[config.mk]
export PLATFORM = sky130hd
export DESIGN_NAME = cqgu_cfg
export DESIGN_NICKNAME = d
export VERILOG_FILES = /design/src/design/cqgu_pkg.sv /design/src/design/cqgu_cfg.sv
export SDC_FILE = /design/constraint.sdc
export NUM_CORES = 1
export LEC_CHECK = 0
export CAP_MARGIN = 20
export CORE_UTILIZATION = 50
export DETAILED_ROUTE_END_ITERATION = 10
export DONT_BUFFER_PORTS = 1
export HOLD_SLACK_MARGIN = 0.1
export PLACE_DENSITY = 0.65
export SYNTH_ARGS = -nofsm -noshare
export SYNTH_HDL_FRONTEND = slang
export SYNTH_SLANG_ARGS = --single-unit
[constraint.sdc]
create_clock -name clk -period 1.01 [get_ports clk]
set_input_delay 0.202 -clock clk [delete_from_list [all_inputs] [get_ports clk]]
set_output_delay 0.202 -clock clk [all_outputs]
set_load 0.05 [all_outputs]
[src/design/cqgu_pkg.sv]
`default_nettype none

package cqgu_pkg;

    // Field widths.
    localparam int DATA_W  = 32;
    localparam int ROW_W   = 10;
    localparam int COL_W   = 10;
    localparam int TB_W    = 4;
    localparam int CB_W    = 5;
    localparam int CFG_IDX_W  = 3;
    localparam int CFG_DATA_W = 2 * DATA_W;

    // Datapath widths: full product, pair sum, four-term sum, after the shift.
    localparam int FRAC_W  = DATA_W - 2;
    localparam int PROD_W  = 2 * DATA_W;
    localparam int PAIR_W  = PROD_W + 1;
    localparam int SUM_W   = PROD_W + 2;
    localparam int SHIFT_W = SUM_W - FRAC_W;

    // Configuration register indexes.
    typedef enum logic [CFG_IDX_W-1:0] {
        CFG_U00       = 3'd0,
        CFG_U01       = 3'd1,
        CFG_U10       = 3'd2,
        CFG_U11       = 3'd3,
        CFG_TARGET    = 3'd4,
        CFG_CONTROL   = 3'd5,
        CFG_ZERO_MODE = 3'd6
    } cfg_idx_t;

    // Result action codes.
    typedef enum logic [1:0] {
        ACT_TRANSFORM = 2'd0,
        ACT_ZERO      = 2'd1,
        ACT_PASS      = 2'd2
    } action_t;

    // One complex value; real part sits in the upper half.
    typedef struct packed {
        logic signed [DATA_W-1:0] re;
        logic signed [DATA_W-1:0] im;
    } cplx_t;

    // Register file contents.
    typedef struct packed {
        cplx_t                  u00;
        cplx_t                  u01;
        cplx_t                  u10;
        cplx_t                  u11;
        logic [TB_W-1:0]        target_bit;
        logic signed [CB_W-1:0] control_bit;
        logic                   zero_mode;
    } cfg_t;

    // Load enables of the four pipeline stages.
    typedef struct packed {
        logic s1;
        logic s2;
        logic s3;
        logic s4;
    } stage_en_t;

    // Saturated component and its clip flag.
    typedef struct packed {
        logic                     clip;
        logic signed [DATA_W-1:0] val;
    } sat_res_t;

    localparam cplx_t UNIT_ONE = '{re: 32'sh4000_0000, im: 32'sh0000_0000};

    // Clip a shifted sum to the signed data range.
    function automatic sat_res_t saturate(input logic signed [SHIFT_W-1:0] v);
        logic signed [SHIFT_W-1:0] max_v;
        logic signed [SHIFT_W-1:0] min_v;
        sat_res_t                  r;
        max_v = {{(SHIFT_W-DATA_W+1){1'b0}}, {(DATA_W-1){1'b1}}};
        min_v = {{(SHIFT_W-DATA_W+1){1'b1}}, {(DATA_W-1){1'b0}}};
        if (v > max_v) begin
            r.clip = 1'b1;
            r.val  = max_v[DATA_W-1:0];
        end else if (v < min_v) begin
            r.clip = 1'b1;
            r.val  = min_v[DATA_W-1:0];
        end else begin
            r.clip = 1'b0;
            r.val  = v[DATA_W-1:0];
        end
        return r;
    endfunction

endpackage

`default_nettype wire

[src/design/cqgu_cfg.sv]
`default_nettype none

module cqgu_cfg (
    input  wire logic                             clk,
    input  wire logic                             rst_n,
    input  wire logic                             cfg_valid,
    output logic                                  cfg_ready,
    input  wire logic [cqgu_pkg::CFG_IDX_W-1:0]   cfg_index,
    input  wire logic [cqgu_pkg::CFG_DATA_W-1:0]  cfg_data,
    output cqgu_pkg::cfg_t                        cfg
);

    cqgu_pkg::cfg_t cfg_reg;
    cqgu_pkg::cfg_t cfg_next;

    // Writes always complete in the cycle they are offered.
    assign cfg_ready = 1'b1;
    assign cfg       = cfg_reg;

    // Decode the register index; indexes past the list are dropped.
    always_comb
    begin
        cfg_next = cfg_reg;
        if (cfg_valid)
        begin
            unique case (cqgu_pkg::cfg_idx_t'(cfg_index))
                cqgu_pkg::CFG_U00:       cfg_next.u00 = cfg_data;
                cqgu_pkg::CFG_U01:       cfg_next.u01 = cfg_data;
                cqgu_pkg::CFG_U10:       cfg_next.u10 = cfg_data;
                cqgu_pkg::CFG_U11:       cfg_next.u11 = cfg_data;
                cqgu_pkg::CFG_TARGET:
                    cfg_next.target_bit = cfg_data[cqgu_pkg::TB_W-1:0];
                cqgu_pkg::CFG_CONTROL:
                    cfg_next.control_bit = cfg_data[cqgu_pkg::CB_W-1:0];
                cqgu_pkg::CFG_ZERO_MODE: cfg_next.zero_mode = cfg_data[0];
                default: ;
            endcase
        end
    end

    // Identity matrix, no control, pass mode after reset.
    always_ff @(posedge clk or negedge rst_n)
    begin
        if (!rst_n)
        begin
            cfg_reg.u00         <= cqgu_pkg::UNIT_ONE;
            cfg_reg.u01         <= '0;
            cfg_reg.u10         <= '0;
            cfg_reg.u11         <= cqgu_pkg::UNIT_ONE;
            cfg_reg.target_bit  <= '0;
            cfg_reg.control_bit <= '1;
            cfg_reg.zero_mode   <= 1'b0;
        end
        else
        begin
            cfg_reg <= cfg_next;
        end
    end

endmodule

`default_nettype wire

==> results of run 1 <==
[final timing paths]
kind,startpoint,endpoint,slack (ns)
max,cfg[72]$_DFFE_PN1P_,cfg[72],-0.43
min,rst_n,cfg[171]$_DFFE_PN0P_,-0.63
max reg2reg,cfg[199]$_DFFE_PN0P_,cfg[199]$_DFFE_PN0P_,-0.09
min reg2reg,cfg[24]$_DFFE_PN0P_,cfg[24]$_DFFE_PN0P_,0.53
max in group asynchronous,rst_n,cfg[56]$_DFFE_PN0P_,1.12
min in group clk,cfg_valid,cfg[2]$_DFFE_PN1P_,0.10
[synth_stat cells]
| cell type | instances | share of area (%) |
|---|---|---|
| and4bb_1 | 2 | 0.24 |
| dfstp_2 | 7 | 1.8 |
| and4bb_2 | 1 | 0.12 |
| buf_4 | 8 | 0.57 |
| nand4b_1 | 3 | 0.25 |
| nor4b_2 | 1 | 0.14 |
| buf_2 | 1 | 0.048 |
| mux2_2 | 146 | 16 |
| buf_6 | 20 | 2.1 |
| dfrtp_1 | 259 | 62 |
| mux2_4 | 120 | 17 |
| conb_1 | 1 | 0.036 |
[layout make-up]
cell class | instances | area share, %
Sequential cell | 266 | 38.65
Timing Repair Buffer | 530 | 32.03
Multi-Input combinational cell | 274 | 21.97
Clock buffer | 39 | 4.658
Tap cell | 270 | 1.959
Clock inverter | 13 | 0.6893
Antenna cell | 3 | 0.04354
[cell families after synthesis]
logic type             Yosys count
buffers and inverters           29
flip-flops                     266
multiplexers                   266
other                            1
AND/OR/NAND/NOR                  7
[cell usage in the layout, fill, tap and decap left out]
cell type and instances:
diode_2 3, clkinv_4 1, clkbuf_1 6, and4bb_2 1, clkbuf_16 34, nor4b_4 1, clkbuf_2 1, dfstp_2 7
mux2_2 81, nand4b_1 3, dfrtp_1 259, and4bb_4 2, bufinv_16 2, buf_4 162, clkbuf_8 4, buf_6 274
clkinv_2 10, conb_1 1, mux2_4 185, dlygate4sd3_1 67, buf_12 21
[per-stage QoR]
step / hold WS, ns / setup slack, ns / power [uW] / utilization [%]
2_1_floorplan: -0.09359 / -0.2159 / 25700 / -
3_3_place_gp: -0.08822 / -0.3389 / 30560 / 63.63
3_5_place_dp: -0.08619 / -0.3582 / 30890 / 63.63
4_1_cts: -0.6469 / -0.4380 / 44410 / 79.39
5_1_grt: -0.6541 / -0.4604 / 48030 / 84.68
6_report: -0.6318 / -0.4256 / 46780 / 84.68
[report_power, final]
part / internal, uW / leakage [uW] / switching [uW]
Combinational: 9370 / 0.00464 / 11800
Sequential: 13100 / 0.00318 / 2080
Clock: 6060 / 0.000465 / 4340
Total: 28500 / 0.00828 / 18300
[repair_timing]
action                     CTS  global route
hold endpoints to repair   532           267
resized for setup          258            86
setup buffers               85            88
pin swaps                    0             1
gates cloned                 0             5
hold buffers                68             2
setup endpoints to repair  266           330
[per-layer routing]
layer | wire [um] | share of wire [%]
met1 | 12390 | 35
met2 | 18860 | 54
met3 | 2063 | 5.9
met4 | 1649 | 4.7
met5 | 0 | 0
==> reports/results.tsv, run 1 <==
stage	metric	value	unit
status	status	finished with violations	
status	violations	hold timing, setup timing	
sta	rsz0062_at_grt	true	
setup_path	max_stage_delay	0.57	ns
placed_design	place_area	12960	um2
setup_path	arrival	1.23	ns
placed_design	dp_cells	1092	
power	ir_worst_vdd	1.807	mV
setup_path	path_delay_family	flip-flops	
yosys	ys_warn_count	0	
global_routing	grt-ovfl-total	0	
drt	vias	7364	
yosys	netlist_area	10480	um2
drt	first_iter_violations	340	
global_routing	grt_pass1_wl	46240	um
finish	seqCellArea	6665	um2
sta	hold_violations	266	
global_routing	use_met3	5.994	%
placed_design	place.gp.congestion	0.7702	
floorplan	dieArea	21550	um2
setup_path	cp.depth	1	
clocking	htree_levels	1	
sta	skew	0	ns
setup_path	crit_buf_inv	1	
setup_path	required	0.81	ns
floorplan	io_pins	337	
placed_design	io_buffers	0	
yosys	yosysSeqAreaShare	63.58	%
yosys	synth_mux_area_share	32.87	%
yosys	synth-seq-cells	266	
global_routing	antenna_found_initial	3	
global_routing	met2_usage	50.73	%
drt	remaining_drc_errors	0	
sta	finalCritPeriodShare	142.1	%
drt	ant_nets	0	
setup_path	path_max_fanout	2	
sta	setup_tns	-75.78	ns
setup_path	path_class	flip-flop to output pin	
clocking	cts_root_buffer	clkbuf_16	
clocking	cts.sinks	266	
drt	viasPerCell	5.279	
hold_path	hold_class	primary input to async pin	
finish	nNetsFinal	1170	
floorplan	start_util	51.48	%
drt	wl_per_cell	25.06	um
sta	holdWs	-0.6318	ns
global_routing	grt_usage	27.93	%
power	power_per_cell_area	2713	nW/um2
floorplan	dieHeight	146.8	um
placed_design	dp_hpwl	17030	um
yosys	synth_top_family_by_area	multiplexers	
drt	drt-pass1-iter-count	5	
global_routing	grt_pass1_vias	7978	
setup_path	cp-end-kind	output pin	
clocking	cts_tree	done	
global_routing	grt_max_degree	267	
clocking	clock_path_buffers	3	
finish	fillerInstances	861	
yosys	synth-simple-area-share	0.7519	%
yosys	syn_nets	639	
finish	multi_input_area	3789	um2
floorplan	core-area	20360	um2
finish	stdcell_count	1395	
finish	largest_reg_flops	266	
global_routing	use_met1	30.61	%
sta	setup_ws	-0.4256	ns
setup_path	crit_path_start_kind	flip-flop	
sta	max_freq	696.6	MHz
finish	layout-drive-gt1-share	70.05	%
clocking	cts_made_buffers	28	
sta	report.final.setup_viol	306	
floorplan	placementRows	52	
clocking	clk_pin_slew	0.06	ns
setup_path	reg2reg_depth	3	
setup_path	crit_slowest_cell	dfstp_2	
floorplan	fp.dieW	146.8	um
sta	fin_crit	1.436	ns
clocking	insertion_delay	0.52	ns
finish	synthToLayoutAreaGrowth	64.48	%
yosys	synth_cells	569	
sta	worst_pin_slew	0.6021	ns
run	cap_violations	0	
yosys	synth_xor_xnor_area_share	0	%
yosys	synth-adder-area-share	0	%
sta	maxSlewViolCount	0	
global_routing	grt_busiest_layer	met2	
finish	final_area	17240	um2
yosys	avgSynthCellArea	18.42	um2
setup_path	path_cells	buf_12	
yosys	ys_types	12	
power	leakagePower	0.008284	uW
sta	maxSlewHeadroom	59.86	%
yosys	synth_compound_area_share	0	%
drt	totalWireLength	34960	um
(Power assumes the default switching activity.)
==> run 2: changes to the inputs <==
==> constraint.sdc (replaced) <==
create_clock -name clk -period 1.01 [get_ports clk]
set_input_delay 0.202 -clock clk [delete_from_list [all_inputs] [get_ports clk]]
set_output_delay 0.202 -clock clk [all_outputs]
set_load 0.02 [all_outputs]
==> reports/results.tsv, run 2 (synthesis results as in run 1) <==
stage	metric	value	unit	change
status	status	finished with violations		
status	violations	hold timing, setup timing		
global_routing	grt_pass1_vias	7979		+0.013%
clocking	cts.sinks	266		unchanged
sta	setup_ws	-0.3275	ns	+0.09803 ns
run	cap_violations	0		unchanged
sta	fin_crit	1.338	ns	-0.09803 ns
sta	max_freq	747.6	MHz	+7.3%
sta	skew	0	ns	unchanged
clocking	insertion_delay	0.52	ns	about the same
setup_path	cp-end-kind	output pin		
sta	maxSlewHeadroom	50.14	%	-9.7 points
drt	ant_nets	0		unchanged
drt	vias	7201		-2.2%
finish	seqCellArea	6665	um2	unchanged
clocking	cts_root_buffer	clkbuf_16		
finish	final_common_cell	buf_6		
setup_path	r2r-end	cfg[162]$_DFFE_PN0P_		
sta	hold_violations	266		unchanged
power	power_per_cell_area	2398	nW/um2	-12%
sta	report.final.setup_viol	304		-0.65%
power	swShare	31.11	%	-7.9 points
drt	drt-pass1-iter-count	4		-1
setup_path	crit_path_start_kind	flip-flop		
drt	wl_per_cell	24.12	um	-3.7%
finish	nNetsFinal	1172		+0.17%
global_routing	grt_max_degree	267		unchanged
global_routing	antenna_found_initial	3		unchanged
placed_design	dp_cells	1087		-0.46%
floorplan	fp.dieW	146.8	um	unchanged
floorplan	dieHeight	146.8	um	unchanged
setup_path	path_class	flip-flop to output pin		
placed_design	place.gp.congestion	0.7626		-0.99%
power	leakagePower	0.008048	uW	-2.8%
setup_path	arrival	1.14	ns	-0.09 ns
global_routing	grt-ovfl-total	0		unchanged
finish	multi_input_area	3586	um2	-5.3%
clocking	htree_levels	1		unchanged
placed_design	dp_hpwl	16840	um	-1.1%
sta	finalCritPeriodShare	132.4	%	-9.7 points
drt	viasPerCell	5.166		-2.1%
setup_path	required	0.81	ns	about the same
setup_path	reg2reg_depth	4		+1
finish	final_cell_mix	buf_6, dfrtp_1, buf_4		
setup_path	rrSetupSlack	-0.11	ns	-0.02 ns
power	p_clk_share	25.2	%	+3.0 points
sta	rsz0062_at_grt	true		
global_routing	grt_pass1_wl	46860	um	+1.3%
drt	totalWireLength	33620	um	-3.8%
power	netSwitchingPower	12560	uW	-31%
power	cell_internal_pwr	27800	uW	-2.5%
placed_design	io_buffers	0		unchanged
clocking	clock_path_buffers	3		unchanged
setup_path	r2r_start	cfg[162]$_DFFE_PN0P_		
drt	first_iter_violations	218		-36%
sta	worst_pin_slew	0.7479	ns	+0.1458 ns
power	pwr-share-comb	37.2	%	-8.2 points
floorplan	dieArea	21550	um2	unchanged
power	seq_power_share	37.6	%	+5.2 points
finish	fillerInstances	910		+5.7%
clocking	cts_made_buffers	27		-3.6%
power	ir_worst_vdd	1.787	mV	-1.1%
floorplan	start_util	51.48	%	unchanged
hold_path	hold_class	primary input to async pin		
drt	remaining_drc_errors	0		unchanged
finish	synthToLayoutAreaGrowth	60.53	%	
clocking	cts_tree	done		
floorplan	placementRows	52		unchanged
floorplan	io_pins	337		unchanged
finish	layout-drive-gt1-share	70.21	%	+0.15 points
finish	stdcell_count	1394		-0.072%
finish	largest_reg_flops	266		unchanged
sta	holdWs	-0.6329	ns	-0.001101 ns
global_routing	grt_usage	28.33	%	+0.40 points
setup_path	path_max_fanout	2		unchanged
clocking	clk_pin_slew	0.06	ns	about the same
floorplan	core-area	20360	um2	unchanged
sta	maxSlewViolCount	0		unchanged
## run 2: cell types whose count changed in the layout (fill, tap and decap cells not counted), moves of 3 or more
cell / previous run / this run
buf_12: 21 / 10
buf_4: 162 / 175
buf_6: 274 / 280
clkbuf_1: 6 / 3
clkbuf_16: 34 / 27
mux2_2: 81 / 135
mux2_4: 185 / 131
## run 2: final cells by class
| type | instances | share of cell area, % |
|---|---|---|
| tap | 270 | 2.007 |
| sequential | 266 | 39.60 |
| antenna | 3 | 0.04461 |
| clock inverter | 12 | 0.6914 |
| timing repair buffer | 533 | 31.77 |
| multi-input combinational | 274 | 21.31 |
| clock buffer | 36 | 4.572 |
## run 2: power groups by stage
stage	combinational, uW	clock (uW)	sequential, uW
2_1_floorplan	2900	0	17300
3_3_place_gp	10000	0	14600
3_5_place_dp	10200	0	14700
4_1_cts	13300	10100	14900
5_1_grt	15500	10700	15400
6_report	15000	10200	15200
## run 2: per-stage QoR
step	total power (uW)	setup TNS [ns]	cell area (um2)	utilization, %	worst slack (ns)
6_report	40360	-68.88	16830	82.64	-0.3275
5_1_grt	41560	-76.82	16830	82.64	-0.3512
4_1_cts	38370	-70.90	16060	78.88	-0.3571
3_5_place_dp	24910	-68.24	12780	62.77	-0.3619
3_3_place_gp	24580	-62.92	12780	62.77	-0.3364
2_1_floorplan	20250	-40.94	10600	-	-0.2159
## run 2: worst max-delay path by stage
stage / start / end / slack, ns / cells after the start
after global placement: cfg_index[0] / cfg[247]$_DFFE_PN0P_ / -0.34 / 4
after global routing: cfg[2]$_DFFE_PN1P_ / cfg[2] / -0.35 / 0
after floorplan: cfg_index[0] / cfg[202]$_DFFE_PN0P_ / -0.22 / 4
after CTS: cfg[2]$_DFFE_PN1P_ / cfg[2] / -0.36 / 0
final: cfg[2]$_DFFE_PN1P_ / cfg[2] / -0.33 / 0
after detailed placement: cfg_index[0] / cfg[254]$_DFFE_PN0P_ / -0.36 / 4
## run 2: routing by layer
layer	vias up	share of wire, %	GRT usage (%)
li1	3073	-	-
met1	3703	35	30.42
met2	307	54	52.54
met3	118	5.5	6.739
met4	0	5.4	12.66
met5	-	0	0
## run 2: repair_timing
| action | 4_1_cts | 5_1_grt |
|---|---|---|
| endpoints found under the setup margin | 266 | 266 |
| hold buffers | 65 | 3 |
| hold endpoints to repair | 532 | 267 |
| buffers inserted | 103 | 85 |
| gates resized for setup | 259 | 24 |
